## config.mk

```make
export PLATFORM = sky130hd
export DESIGN_NAME = mesh_flood_dedup_relay_core
export DESIGN_NICKNAME = d
export VERILOG_FILES = /design/src/hw/rtl/mfdr_pkg.sv /design/src/hw/rtl/mfdr_ctrl.sv /design/src/hw/rtl/mfdr_dpath.sv /design/src/hw/rtl/mesh_flood_dedup_relay_core.sv
export SDC_FILE = /design/constraint.sdc
export NUM_CORES = 2
export LEC_CHECK = 0
export ABC_AREA = 1
export BUFFER_PORTS_ARGS = -buffer_cell sky130_fd_sc_hd__buf_2
export CORE_MARGIN = 5
export CORE_UTILIZATION = 40
export CTS_CLUSTER_SIZE = 16
export DETAILED_ROUTE_END_ITERATION = 16
export HOLD_SLACK_MARGIN = 0.06
export PLACE_DENSITY = 0.6
export SLEW_MARGIN = 30
export SYNTH_ARGS = -nofsm -noshare
export SYNTH_HDL_FRONTEND = slang
export SYNTH_HIERARCHICAL = 1
export SYNTH_SLANG_ARGS = --single-unit
```

## constraint.sdc

```tcl
create_clock -name i_clk -period 21.2 [get_ports i_clk]
set_input_delay 1.06 -clock i_clk [delete_from_list [all_inputs] [get_ports i_clk]]
set_output_delay 1.06 -clock i_clk [all_outputs]
set_load 0.02 [all_outputs]
```

## src/hw/rtl/mfdr_pkg.sv

```systemverilog
// ----------------------------------------------------------------------------
// Mesh flood dedup relay package
// Item types, command and status groups, codes and constants shared by the
// controller, the datapath and the top level.
// ----------------------------------------------------------------------------
package mfdr_pkg;

    localparam logic [7:0] ACK_TYPE    = 8'd75;
    localparam logic [8:0] JITTER_MIN  = 9'd100;
    localparam logic [8:0] JITTER_MAX  = 9'd500;
    localparam int         SLOT_IDX_W  = 3;

    typedef enum logic [1:0] {
        CMD_RX    = 2'd0,
        CMD_LOCAL = 2'd1,
        CMD_TICK  = 2'd2,
        CMD_NOP   = 2'd3
    } t_cmd_code;

    typedef enum logic [2:0] {
        ACT_NONE   = 3'd0,
        ACT_ACK    = 3'd1,
        ACT_DUP    = 3'd2,
        ACT_ACCEPT = 3'd3,
        ACT_FIRE   = 3'd4,
        ACT_LOCAL  = 3'd5
    } t_action;

    typedef enum logic [2:0] {
        EM_NONE      = 3'd0,
        EM_ACK       = 3'd1,
        EM_DUP       = 3'd2,
        EM_ACCEPT    = 3'd3,
        EM_LOCAL     = 3'd4,
        EM_FIRE_MORE = 3'd5,
        EM_FIRE_LAST = 3'd6
    } t_emit_sel;

    typedef enum logic [2:0] {
        S_IDLE      = 3'd0,
        S_DECODE    = 3'd1,
        S_SCAN      = 3'd2,
        S_SCAN_TAIL = 3'd3,
        S_DECIDE    = 3'd4,
        S_SIMPLE    = 3'd5,
        S_TICK      = 3'd6,
        S_TICK_END  = 3'd7
    } t_state;

    typedef struct packed {
        logic [1:0]  cmd;
        logic [7:0]  frame_type;
        logic [31:0] message_id;
        logic [7:0]  hop_count;
        logic [31:0] now_ms;
        logic [8:0]  jitter_ms;
    } t_in_item;

    typedef struct packed {
        logic [2:0]  action;
        logic [31:0] out_id;
        logic [7:0]  out_hops;
        logic [7:0]  out_type;
        logic        send_ack;
        logic        relay_booked;
        logic [2:0]  slot_index;
        logic        last;
    } t_out_item;

    typedef struct packed {
        logic      capture;
        logic      scan_start;
        logic      scan_step;
        logic      record;
        logic      book;
        logic      slot_start;
        logic      slot_step;
        logic      fire;
        logic      emit;
        t_emit_sel emit_sel;
    } t_ctrl_cmd;

    typedef struct packed {
        t_cmd_code cmd;
        logic      ack_type;
        logic      id_nonzero;
        logic      scan_last;
        logic      hit;
        logic      slot_last;
        logic      due;
        logic      pend_valid;
        logic      out_free;
    } t_dp_stat;

endpackage

```

## src/hw/rtl/mfdr_ctrl.sv

```systemverilog
// ----------------------------------------------------------------------------
// Mesh flood dedup relay controller
// Sequences capture, the seen id scan, booking, local records and the relay
// slot sweep, and paces result loads against the output register.
// ----------------------------------------------------------------------------
module mfdr_ctrl
    import mfdr_pkg::*;
(
    input  logic      i_clk,
    input  logic      i_rst_n,
    input  logic      i_in_valid,
    output logic      o_in_ready,
    input  t_dp_stat  i_stat,
    output t_ctrl_cmd o_cmd
);

    t_state r_state;
    t_state n_state;

    always_ff @(posedge i_clk) begin
        if (!i_rst_n) begin
            r_state <= S_IDLE;
        end else begin
            r_state <= n_state;
        end
    end

    always_comb begin
        n_state    = r_state;
        o_cmd      = '0;
        o_in_ready = 1'b0;
        case (r_state)
            S_IDLE: begin
                o_in_ready = 1'b1;
                if (i_in_valid) begin
                    o_cmd.capture = 1'b1;
                    n_state       = S_DECODE;
                end
            end
            S_DECODE: begin
                case (i_stat.cmd)
                    CMD_RX: begin
                        if (i_stat.ack_type) begin
                            n_state = S_SIMPLE;
                        end else begin
                            o_cmd.scan_start = 1'b1;
                            n_state          = S_SCAN;
                        end
                    end
                    CMD_TICK: begin
                        o_cmd.slot_start = 1'b1;
                        n_state          = S_TICK;
                    end
                    default: begin
                        n_state = S_SIMPLE;
                    end
                endcase
            end
            S_SCAN: begin
                o_cmd.scan_step = 1'b1;
                if (i_stat.scan_last) begin
                    n_state = S_SCAN_TAIL;
                end
            end
            S_SCAN_TAIL: begin
                n_state = S_DECIDE;
            end
            S_DECIDE: begin
                if (i_stat.out_free) begin
                    o_cmd.emit = 1'b1;
                    if (i_stat.hit) begin
                        o_cmd.emit_sel = EM_DUP;
                    end else begin
                        o_cmd.record   = 1'b1;
                        o_cmd.book     = 1'b1;
                        o_cmd.emit_sel = EM_ACCEPT;
                    end
                    n_state = S_IDLE;
                end
            end
            S_SIMPLE: begin
                if (i_stat.out_free) begin
                    o_cmd.emit = 1'b1;
                    if (i_stat.cmd == CMD_LOCAL) begin
                        o_cmd.record   = 1'b1;
                        o_cmd.emit_sel = EM_LOCAL;
                    end else if (i_stat.cmd == CMD_RX && i_stat.ack_type &&
                                 i_stat.id_nonzero) begin
                        o_cmd.emit_sel = EM_ACK;
                    end else begin
                        o_cmd.emit_sel = EM_NONE;
                    end
                    n_state = S_IDLE;
                end
            end
            S_TICK: begin
                if (!(i_stat.due && i_stat.pend_valid && !i_stat.out_free)) begin
                    o_cmd.slot_step = 1'b1;
                    if (i_stat.due) begin
                        o_cmd.fire = 1'b1;
                        if (i_stat.pend_valid) begin
                            o_cmd.emit     = 1'b1;
                            o_cmd.emit_sel = EM_FIRE_MORE;
                        end
                    end
                    if (i_stat.slot_last) begin
                        n_state = S_TICK_END;
                    end
                end
            end
            S_TICK_END: begin
                if (i_stat.out_free) begin
                    o_cmd.emit     = 1'b1;
                    o_cmd.emit_sel = i_stat.pend_valid ? EM_FIRE_LAST : EM_NONE;
                    n_state        = S_IDLE;
                end
            end
            default: begin
                n_state = S_IDLE;
            end
        endcase
    end

endmodule

```

## src/hw/rtl/mfdr_dpath.sv

```systemverilog
// ----------------------------------------------------------------------------
// Mesh flood dedup relay datapath
// Holds the captured item, the seen id ring with its scan pipeline, the relay
// slots, the pending fired relay and the output register.
// ----------------------------------------------------------------------------
module mfdr_dpath
    import mfdr_pkg::*;
#(
    parameter int SEEN_DEPTH  = 32,
    parameter int RELAY_SLOTS = 5
) (
    input  logic      i_clk,
    input  logic      i_rst_n,
    input  t_in_item  i_in_item,
    input  t_ctrl_cmd i_cmd,
    output t_dp_stat  o_stat,
    output logic      o_out_valid,
    input  logic      i_out_ready,
    output t_out_item o_out_item
);

    localparam int AW = $clog2(SEEN_DEPTH);
    localparam int SW = (RELAY_SLOTS > 1) ? $clog2(RELAY_SLOTS) : 1;
    localparam logic [AW-1:0] SEEN_LAST = AW'(SEEN_DEPTH - 1);
    localparam logic [SW-1:0] SLOT_LAST = SW'(RELAY_SLOTS - 1);

    t_in_item         r_item;

    logic [31:0]      r_seen_mem [SEEN_DEPTH];
    logic [SEEN_DEPTH-1:0] r_seen_vld;
    logic [AW-1:0]    r_seen_ptr;
    logic [AW-1:0]    r_scan_idx;
    logic [31:0]      r_rd_data;
    logic             r_rd_live;
    logic             r_cmp_en;
    logic             r_hit;

    logic [RELAY_SLOTS-1:0] r_slot_active;
    logic [31:0]      r_slot_fire [RELAY_SLOTS];
    logic [7:0]       r_slot_type [RELAY_SLOTS];
    logic [31:0]      r_slot_id   [RELAY_SLOTS];
    logic [7:0]       r_slot_ttl  [RELAY_SLOTS];
    logic [SW-1:0]    r_slot_idx;

    logic             r_pend_valid;
    logic [31:0]      r_pend_id;
    logic [7:0]       r_pend_ttl;
    logic [7:0]       r_pend_type;
    logic [SW-1:0]    r_pend_slot;

    logic             r_out_valid;
    t_out_item        r_out;
    t_out_item        n_out;

    logic [8:0]       jit_sat;
    logic [31:0]      fire_time;
    logic             any_free;
    logic [SW-1:0]    first_free;
    logic             booked;
    logic             due;
    logic             out_free;
    logic [31:0]      cmp_word;

    always_comb begin
        if (r_item.jitter_ms < JITTER_MIN) begin
            jit_sat = JITTER_MIN;
        end else if (r_item.jitter_ms > JITTER_MAX) begin
            jit_sat = JITTER_MAX;
        end else begin
            jit_sat = r_item.jitter_ms;
        end
    end

    assign fire_time = r_item.now_ms + 32'(jit_sat);

    always_comb begin
        any_free   = 1'b0;
        first_free = '0;
        for (int i = RELAY_SLOTS - 1; i >= 0; i--) begin
            if (!r_slot_active[i]) begin
                any_free   = 1'b1;
                first_free = SW'(i);
            end
        end
    end

    assign booked   = (r_item.hop_count != 8'd0) && any_free;
    assign due      = r_slot_active[r_slot_idx] &&
                      (r_item.now_ms >= r_slot_fire[r_slot_idx]);
    assign out_free = !r_out_valid || i_out_ready;
    assign cmp_word = r_rd_live ? r_rd_data : 32'd0;

    always_comb begin
        o_stat.cmd        = t_cmd_code'(r_item.cmd);
        o_stat.ack_type   = (r_item.frame_type == ACK_TYPE);
        o_stat.id_nonzero = (r_item.message_id != 32'd0);
        o_stat.scan_last  = (r_scan_idx == SEEN_LAST);
        o_stat.hit        = r_hit;
        o_stat.slot_last  = (r_slot_idx == SLOT_LAST);
        o_stat.due        = due;
        o_stat.pend_valid = r_pend_valid;
        o_stat.out_free   = out_free;
    end

    always_comb begin
        n_out        = '0;
        n_out.last   = 1'b1;
        case (i_cmd.emit_sel)
            EM_ACK: begin
                n_out.action = ACT_ACK;
                n_out.out_id = r_item.message_id;
            end
            EM_DUP: begin
                n_out.action = ACT_DUP;
                n_out.out_id = r_item.message_id;
            end
            EM_ACCEPT: begin
                n_out.action       = ACT_ACCEPT;
                n_out.out_id       = r_item.message_id;
                n_out.out_hops     = r_item.hop_count;
                n_out.out_type     = r_item.frame_type;
                n_out.send_ack     = (r_item.message_id != 32'd0);
                n_out.relay_booked = booked;
                n_out.slot_index   = booked ? SLOT_IDX_W'(first_free) : '0;
            end
            EM_LOCAL: begin
                n_out.action = ACT_LOCAL;
                n_out.out_id = r_item.message_id;
            end
            EM_FIRE_MORE, EM_FIRE_LAST: begin
                n_out.action     = ACT_FIRE;
                n_out.out_id     = r_pend_id;
                n_out.out_hops   = r_pend_ttl;
                n_out.out_type   = r_pend_type;
                n_out.slot_index = SLOT_IDX_W'(r_pend_slot);
                n_out.last       = (i_cmd.emit_sel == EM_FIRE_LAST);
            end
            default: begin
                n_out.action = ACT_NONE;
            end
        endcase
    end

    // Control state.
    always_ff @(posedge i_clk) begin
        if (!i_rst_n) begin
            r_seen_vld    <= '0;
            r_seen_ptr    <= '0;
            r_cmp_en      <= 1'b0;
            r_slot_active <= '0;
            r_pend_valid  <= 1'b0;
            r_out_valid   <= 1'b0;
        end else begin
            r_cmp_en <= i_cmd.scan_step;
            if (i_cmd.record) begin
                r_seen_vld[r_seen_ptr] <= 1'b1;
                r_seen_ptr <= (r_seen_ptr == SEEN_LAST) ? '0 : r_seen_ptr + 1'b1;
            end
            if (i_cmd.book && booked) begin
                r_slot_active[first_free] <= 1'b1;
            end
            if (i_cmd.fire) begin
                r_slot_active[r_slot_idx] <= 1'b0;
            end
            if (i_cmd.slot_start) begin
                r_pend_valid <= 1'b0;
            end else if (i_cmd.fire) begin
                r_pend_valid <= 1'b1;
            end else if (i_cmd.emit && i_cmd.emit_sel == EM_FIRE_LAST) begin
                r_pend_valid <= 1'b0;
            end
            if (i_cmd.emit) begin
                r_out_valid <= 1'b1;
            end else if (i_out_ready) begin
                r_out_valid <= 1'b0;
            end
        end
    end

    // Payload.
    always_ff @(posedge i_clk) begin
        if (i_cmd.capture) begin
            r_item <= i_in_item;
        end
        if (i_cmd.scan_start) begin
            r_scan_idx <= '0;
        end else if (i_cmd.scan_step) begin
            r_scan_idx <= r_scan_idx + 1'b1;
        end
        if (i_cmd.scan_step) begin
            r_rd_live <= r_seen_vld[r_scan_idx];
        end
        if (i_cmd.scan_start) begin
            r_hit <= 1'b0;
        end else if (r_cmp_en && cmp_word == r_item.message_id) begin
            r_hit <= 1'b1;
        end
        if (i_cmd.book && booked) begin
            r_slot_fire[first_free] <= fire_time;
            r_slot_type[first_free] <= r_item.frame_type;
            r_slot_id[first_free]   <= r_item.message_id;
            r_slot_ttl[first_free]  <= r_item.hop_count - 8'd1;
        end
        if (i_cmd.slot_start) begin
            r_slot_idx <= '0;
        end else if (i_cmd.slot_step) begin
            r_slot_idx <= r_slot_idx + 1'b1;
        end
        if (i_cmd.fire) begin
            r_pend_id   <= r_slot_id[r_slot_idx];
            r_pend_ttl  <= r_slot_ttl[r_slot_idx];
            r_pend_type <= r_slot_type[r_slot_idx];
            r_pend_slot <= r_slot_idx;
        end
        if (i_cmd.emit) begin
            r_out <= n_out;
        end
    end

    // Seen id ring storage.
    always_ff @(posedge i_clk) begin
        if (i_cmd.record) begin
            r_seen_mem[r_seen_ptr] <= r_item.message_id;
        end
        if (i_cmd.scan_step) begin
            r_rd_data <= r_seen_mem[r_scan_idx];
        end
    end

    assign o_out_valid = r_out_valid;
    assign o_out_item  = r_out;

    a_emit_when_free: assert property (@(posedge i_clk) disable iff (!i_rst_n)
        i_cmd.emit |-> out_free)
        else $error("result loaded while the output register is occupied");

    a_book_free_slot: assert property (@(posedge i_clk) disable iff (!i_rst_n)
        (i_cmd.book && booked) |-> !r_slot_active[first_free])
        else $error("relay booked into an active slot");

    a_fire_clears: assert property (@(posedge i_clk) disable iff (!i_rst_n)
        i_cmd.fire |=> !r_slot_active[$past(r_slot_idx)])
        else $error("fired relay slot stays active");

endmodule

```

## src/hw/rtl/mesh_flood_dedup_relay_core.sv

```systemverilog
// ----------------------------------------------------------------------------
// Mesh flood dedup relay core
// Header engine for a flooding mesh: duplicate suppression over a ring of
// seen ids, acknowledgement detection and timed relay slots.
//
// Items enter on i_in_valid / o_in_ready and results leave on o_out_valid /
// i_out_ready; each input item yields one result, or one per fired relay on
// a tick, with last set on the final one. One item is handled at a time.
// A received non-ack header waits on the scan of the seen ring through its
// single read port; ack, local send and no-op items skip the scan. A tick
// makes one slot compare per cycle, holding while a due slot finds the last
// fired relay still waiting for a free output register. The input is ready
// again in the cycle after the last result is loaded. A result waits in the
// output register while the receiver stalls; the next item is still
// accepted, and processing holds only when another result must be loaded.
// Reset empties the seen ring (all entries read as zero), frees every relay
// slot and drops any waiting result; no clearing pass.
// ----------------------------------------------------------------------------
module mesh_flood_dedup_relay_core
    import mfdr_pkg::*;
#(
    parameter int SEEN_DEPTH  = 32,
    parameter int RELAY_SLOTS = 5
) (
    input  logic      i_clk,
    input  logic      i_rst_n,
    input  logic      i_in_valid,
    output logic      o_in_ready,
    input  t_in_item  i_in_item,
    output logic      o_out_valid,
    input  logic      i_out_ready,
    output t_out_item o_out_item
);

    t_ctrl_cmd cmd;
    t_dp_stat  stat;

    mfdr_ctrl u_ctrl (
        .i_clk      (i_clk),
        .i_rst_n    (i_rst_n),
        .i_in_valid (i_in_valid),
        .o_in_ready (o_in_ready),
        .i_stat     (stat),
        .o_cmd      (cmd)
    );

    mfdr_dpath #(
        .SEEN_DEPTH  (SEEN_DEPTH),
        .RELAY_SLOTS (RELAY_SLOTS)
    ) u_dpath (
        .i_clk       (i_clk),
        .i_rst_n     (i_rst_n),
        .i_in_item   (i_in_item),
        .i_cmd       (cmd),
        .o_stat      (stat),
        .o_out_valid (o_out_valid),
        .i_out_ready (i_out_ready),
        .o_out_item  (o_out_item)
    );

endmodule
```

==> flow_summary.html <==
<table>
<tr><th>Metric</th><th>Value</th></tr>
<tr><th colspan="2">Finish</th></tr>
<tr><td>Area of all placed cells without fillers</td><td>~77000 um^2</td></tr>
<tr><td>Most common cell after layout, fill and taps aside</td><td>edfxtp_1</td></tr>
<tr><td>Final core area utilization</td><td>between 40% and 50%</td></tr>
<tr><td>Number of nets in the final layout</td><td>5577</td></tr>
<tr><td>Share of layout cells above drive strength 1</td><td>a little over a tenth</td></tr>
<tr><td>Commonest cells after routing, fill and taps aside</td><td>edfxtp_1, nand2_1, nor2_1</td></tr>
<tr><td>Total inserted antenna cells</td><td>0</td></tr>
<tr><td>Area growth from synthesis to final layout</td><td>12.9%</td></tr>
<tr><th colspan="2">Pwr</th></tr>
<tr><td>Static Leakage</td><td>around 26 nW</td></tr>
<tr><td>Logic pwr share</td><td>roughly 17%</td></tr>
<tr><td>Total power density per cell area</td><td>around 110 nW/um^2</td></tr>
<tr><td>Int Power</td><td>between 6 and 7 mW</td></tr>
<tr><td>Sequential share of power</td><td>between 40 and 50%</td></tr>
<tr><td>P_sw</td><td>2.43 mW</td></tr>
<tr><td>Sw frac</td><td>between 20% and 30%</td></tr>
<tr><td>Share of power burned in the clock network</td><td>35.5%</td></tr>
<tr><td>VDD IR max</td><td>between 0.00008 and 0.00009 V</td></tr>
<tr><th colspan="2">Routing</th></tr>
<tr><td>Antenna viol nets, final</td><td>0</td></tr>
<tr><td>Topmost layer with routed signal wires</td><td>met4</td></tr>
<tr><td>Via total after detailed routing</td><td>roughly 44000</td></tr>
<tr><td>Routed length on met2</td><td>approximately 87000 um</td></tr>
<tr><td>Detailed-router iteration count before antenna repair</td><td>6</td></tr>
<tr><td>Routed wl met3</td><td>between 15000 and 20000 um</td></tr>
<tr><td>Routed Wire Length</td><td>190000 um</td></tr>
<tr><td>Remaining DRCs</td><td>0</td></tr>
<tr><td>Detailed router's first-iteration violation count</td><td>between 5000 and 6000</td></tr>
<tr><td>Detailed-routing wirelength on met1</td><td>slightly above 80000 um</td></tr>
<tr><td>Number of vias per cell after detailed routing</td><td>~5.6</td></tr>
<tr><td>Routed wire per std cell</td><td>between 20 and 25 um</td></tr>
<tr><th colspan="2">Setup path</th></tr>
<tr><td>Slowest cell on crit path</td><td>a21oi_4</td></tr>
<tr><td>Largest fanout on the critical path</td><td>65</td></tr>
<tr><td>Critical Setup Path Class</td><td>reg -&gt; reg</td></tr>
<tr><td>Kind of capture point of the worst setup path</td><td>flop</td></tr>
<tr><td>Number of cells on the worst reg-to-reg path</td><td>16</td></tr>
<tr><td>Signal arrival time at the worst endpoint</td><td>5.80 ns</td></tr>
<tr><td>CP Cell Sequence</td><td>buf_4 &gt; inv_2 &gt; buf_4 &gt; nor2_1 &gt; o32ai_1 &gt; mux2i_1 &gt; ha_1 &gt; nand2_1 &gt; nor4_1 &gt; nand2_1 &gt; nand2_1 &gt; nand2_1 &gt; a21oi_1 &gt; nand2_1 &gt; a21oi_4 &gt; buf_4</td></tr>
<tr><td>Max incr delay on CP</td><td>approximately 0.76 ns</td></tr>
<tr><td>CP Launch Type</td><td>flop</td></tr>
<tr><td>Required arrival time at the worst endpoint</td><td>21.64 ns</td></tr>
<tr><td>Most frequent cell on the critical path</td><td>nand2_1</td></tr>
<tr><th colspan="2">Clock tree</th></tr>
<tr><td>Deepest level of the CTS H-tree</td><td>4</td></tr>
<tr><td>Clock latency reported for the late side of the worst-skew pair</td><td>~0.8 ns</td></tr>
<tr><td>Number of sinks handled by clock tree synthesis</td><td>roughly 1700</td></tr>
<tr><td>Post-cts sizing count</td><td>0</td></tr>
<tr><td>Clock tree from TritonCTS</td><td>yes</td></tr>
<tr><td>TritonCTS buffer count</td><td>approximately 170</td></tr>
<tr><td>Hold buffer count at CTS</td><td>0</td></tr>
<tr><td>Total setup buffers inserted after CTS</td><td>0</td></tr>
<tr><td>Max clock buf depth</td><td>3</td></tr>
<tr><td>CTS clock-pin slew for the worst setup and hold paths</td><td>roughly 0.070 ns</td></tr>
<tr><td>Root cell of the clock tree</td><td>clkbuf_16</td></tr>
<tr><th colspan="2">Worst hold path</th></tr>
<tr><td>Hold path cells</td><td>1</td></tr>
<tr><td>Min-Delay Path Class</td><td>in -&gt; reg</td></tr>
<tr><th colspan="2">Synth</th></tr>
<tr><td>Mux contribution to synthesized area</td><td>0.470%</td></tr>
<tr><td>Adder-cell area share of the yosys netlist</td><td>less than 1%</td></tr>
<tr><td>Most used DFF post-synth</td><td>edfxtp_1</td></tr>
<tr><td>Largest family of logic cells by synthesized area</td><td>simple AND/OR/NAND/NOR gates</td></tr>
<tr><td>Biggest area consumer among synthesized cells</td><td>edfxtp_1</td></tr>
<tr><td>Dominant cells by area after synthesis</td><td>edfxtp_1, nand2_1, nor2_1, o21ai_0, nand3_1</td></tr>
<tr><td>Post-Syn Nets</td><td>between 5000 and 6000</td></tr>
<tr><td>Fraction of the yosys area taken by sequential cells</td><td>between 70% and 80%</td></tr>
<tr><td>Cell count after synthesis</td><td>5300</td></tr>
<tr><td>Synth warn</td><td>6</td></tr>
<tr><td>Count of flip-flops with a built-in enable after synthesis</td><td>1656</td></tr>
<tr><td>Seq cells post-synth</td><td>around 1700</td></tr>
<tr><td>Share of synthesized cell area in and, or, nand and nor gates</td><td>roughly an eighth</td></tr>
<tr><td>Synthesized-area fraction occupied by ao, oa, aoi and oai cells</td><td>7.72%</td></tr>
<tr><td>Cell area after technology mapping</td><td>68400 um^2</td></tr>
<tr><td>Synthesized area per cell</td><td>~13 um^2</td></tr>
<tr><td>Number of distinct library cell variants in the gate-level netlist after synthesis</td><td>50</td></tr>
<tr><td>Post-synth ARST share</td><td>0%</td></tr>
<tr><td>Area fraction of the dominant cell type after synthesis</td><td>just over 70%</td></tr>
<tr><td>Xor and xnor fraction of the mapped netlist area</td><td>0.551%</td></tr>
<tr><th colspan="2">Placed design</th></tr>
<tr><td>Number of buffer cells added on primary ports</td><td>between 150 and 200</td></tr>
<tr><td>Routability cong.</td><td>~0.84</td></tr>
<tr><td>Half-perimeter wire length after detailed placement</td><td>around 100000 um</td></tr>
<tr><td>Post-placement setup slack</td><td>between 15 and 20 ns</td></tr>
<tr><td>DP Area</td><td>71700 um^2</td></tr>
<tr><th colspan="2">Floorplanning</th></tr>
<tr><td>Die extent in x</td><td>approximately 420 um</td></tr>
<tr><td>Initial core utilization</td><td>between 40% and 50%</td></tr>
<tr><td>Count of standard-cell rows</td><td>between 150 and 200</td></tr>
<tr><td>I/O pin cnt</td><td>~150</td></tr>
<tr><td>Die area</td><td>179000 um^2</td></tr>
<tr><td>Area of the core</td><td>between 150000 and 200000 um^2</td></tr>
<tr><td>Vertical die dimension</td><td>around 420 um</td></tr>
<tr><th colspan="2">STA</th></tr>
<tr><td>Worst Skew</td><td>about 0.065 ns</td></tr>
<tr><td>Worst path setup slack after routing</td><td>between 15 and 20 ns</td></tr>
<tr><td>Fmax achieved</td><td>roughly 190 MHz</td></tr>
<tr><td>Rel. slew slack</td><td>approximately 29%</td></tr>
<tr><td>Unrepaired setup endpoints after global routing</td><td>no</td></tr>
<tr><td>Count of final max-slew check failures</td><td>0</td></tr>
<tr><td>Least-Margin Pin Slew</td><td>1.07 ns</td></tr>
<tr><td>Final worst-path cycle share</td><td>25.3%</td></tr>
<tr><td>Final period demand of the worst path</td><td>approximately 5.4 ns</td></tr>
<tr><td>Hold violation total from the final report</td><td>0</td></tr>
<tr><td>Setup TNS Final</td><td>0 ns</td></tr>
<tr><td>Number of setup violations in the final report</td><td>0</td></tr>
<tr><th colspan="2">GRT</th></tr>
<tr><td>Initial antenna violation count</td><td>3</td></tr>
<tr><td>Wire length of the first global-routing pass</td><td>between 200000 and 300000 um</td></tr>
<tr><td>Number of global-route vias before repair</td><td>~41000</td></tr>
<tr><td>Largest net degree at the start of global routing</td><td>roughly 220</td></tr>
<tr><td>Overall track demand over capacity in global routing</td><td>around a fifth</td></tr>
<tr><td>Overflow after GRT</td><td>0</td></tr>
<tr><th colspan="2">Status</th></tr>
<tr><td>Run status</td><td>finished clean</td></tr>
<tr><th colspan="2">Job</th></tr>
<tr><td>Max-capacitance violation count</td><td>0</td></tr>
</table>
cells by family (layout without fill, tap and decap cells):
group / after synthesis / count (layout)
buffers and inverters: 485 / 753
flip-flops: 1716 / 1716
XOR/XNOR: 43 / 43
multiplexers: 32 / 32
AND/OR/NAND/NOR: 2110 / 2110
AO/OA/AOI/OAI: 862 / 862
adder cells (fa/ha/maj): 52 / 52
worst max-delay path, delay by kind of cell, from the launching register on:
family	cells	cell delay [ns]
DFF	1	0.31
buffers and inverters	4	1.51
muxes	1	0.13
and+or+nand+nor	7	0.92
AOI/OAI and AO/OA	3	1.70
adders and majority gates	1	0.32
through the flow:
| stage | total power, mW | instances | hold WS [ns] |
|---|---|---|---|
| 2_1_floorplan | 5.01 | 5300 | 0.406 |
| 3_3_place_gp | 5.46 | 7470 | 0.445 |
| 3_5_place_dp | 5.48 | 7471 | 0.448 |
| 4_1_cts | 8.46 | 7783 | 0.365 |
| 5_1_grt | 8.76 | 7786 | 0.386 |
| 6_report | 8.43 | 7786 | 0.430 |
path summary, 6_finish.rpt:
| path | from | to | slack [ns] |
|---|---|---|---|
| hold reg to reg | u_dpath/r_seen_vld[1] | u_dpath/r_seen_vld[1] | 0.46 |
| setup / recovery | flop | u_dpath/o_out_item[36] | 15.84 |
| setup reg to reg | flop | u_dpath/o_out_item[36] | 15.84 |
| hold / removal | i_in_item[83] | u_dpath/r_item[83] | 0.43 |
synthesized netlist by cell type (2+ instances only):
library cell and count:
a211oi_1 3, o221ai_1 180, edfxtp_1 1656, o32ai_1 32
buf_2 90, o21bai_1 2, nand3_1 410, nand3b_1 5
dfxtp_1 60, nor3_1 26, a31oi_1 69, buf_8 3
mux2i_1 31, inv_1 167, nand4_1 26, clkbuf_1 159
or2_2 3, o21ai_1 43, nand2_2 3, o21a_1 9
o21ai_0 419, and3_1 3, inv_2 8, buf_1 12
buf_6 21, nor2_1 627, buf_4 22, a21oi_1 92
ha_1 51, xnor2_1 7, nor4_1 9, nand2_1 992
nor2_4 2, xor2_1 36, a22o_1 5, a21boi_0 2
nand3_2 2
metal layers:
| metal | track usage [%] | vias to the layer above |
|---|---|---|
| met5 | 0 | - |
| met4 | 6.59 | 0 |
| met3 | 3.68 | 334 |
| met2 | 32.0 | 2092 |
| met1 | 29.5 | 21800 |
| li1 | - | 19600 |
flip-flops by register name, summed over array words and instances (netlist names), 2 cells and up, named ones only:
register	flops
u_dpath/r_pend_type	8
u_dpath/r_slot_fire	160
u_dpath/r_slot_idx	3
u_dpath/r_slot_id	160
u_dpath/r_seen_mem	1024
u_dpath/r_pend_slot	3
u_dpath/r_scan_idx	5
u_dpath/o_out_item	57
u_dpath/r_slot_active	5
u_dpath/r_pend_id	32
u_ctrl/r_state	3
u_dpath/r_seen_ptr	5
u_dpath/r_slot_ttl	40
u_dpath/o_stat	2
u_dpath/r_seen_vld	32
u_dpath/r_rd_data	32
u_dpath/r_slot_type	40
u_dpath/r_pend_ttl	8
u_dpath/r_item	89
power by group through the flow:
stage	clock network (mW)	registers [mW]	logic [mW]
final	2.99	3.99	1.45
after global routing	3.18	3.99	1.59
after CTS	3.04	3.99	1.43
after detailed placement	0	4.06	1.43
after global placement	0	4.06	1.41
after floorplan	0	4.07	0.937
final cells by class:
class	instances	area, um^2
Multi-Input combinational cell	3099	15600
Sequential cell	1716	51000
Tap cell	2218	2780
Inverter	177	693
Clock inverter	92	885
Clock buffer	220	4630
Timing Repair Buffer	264	1720
Fill cell	15100	92400
No activity file was read; power rests on OpenSTA's default activity.
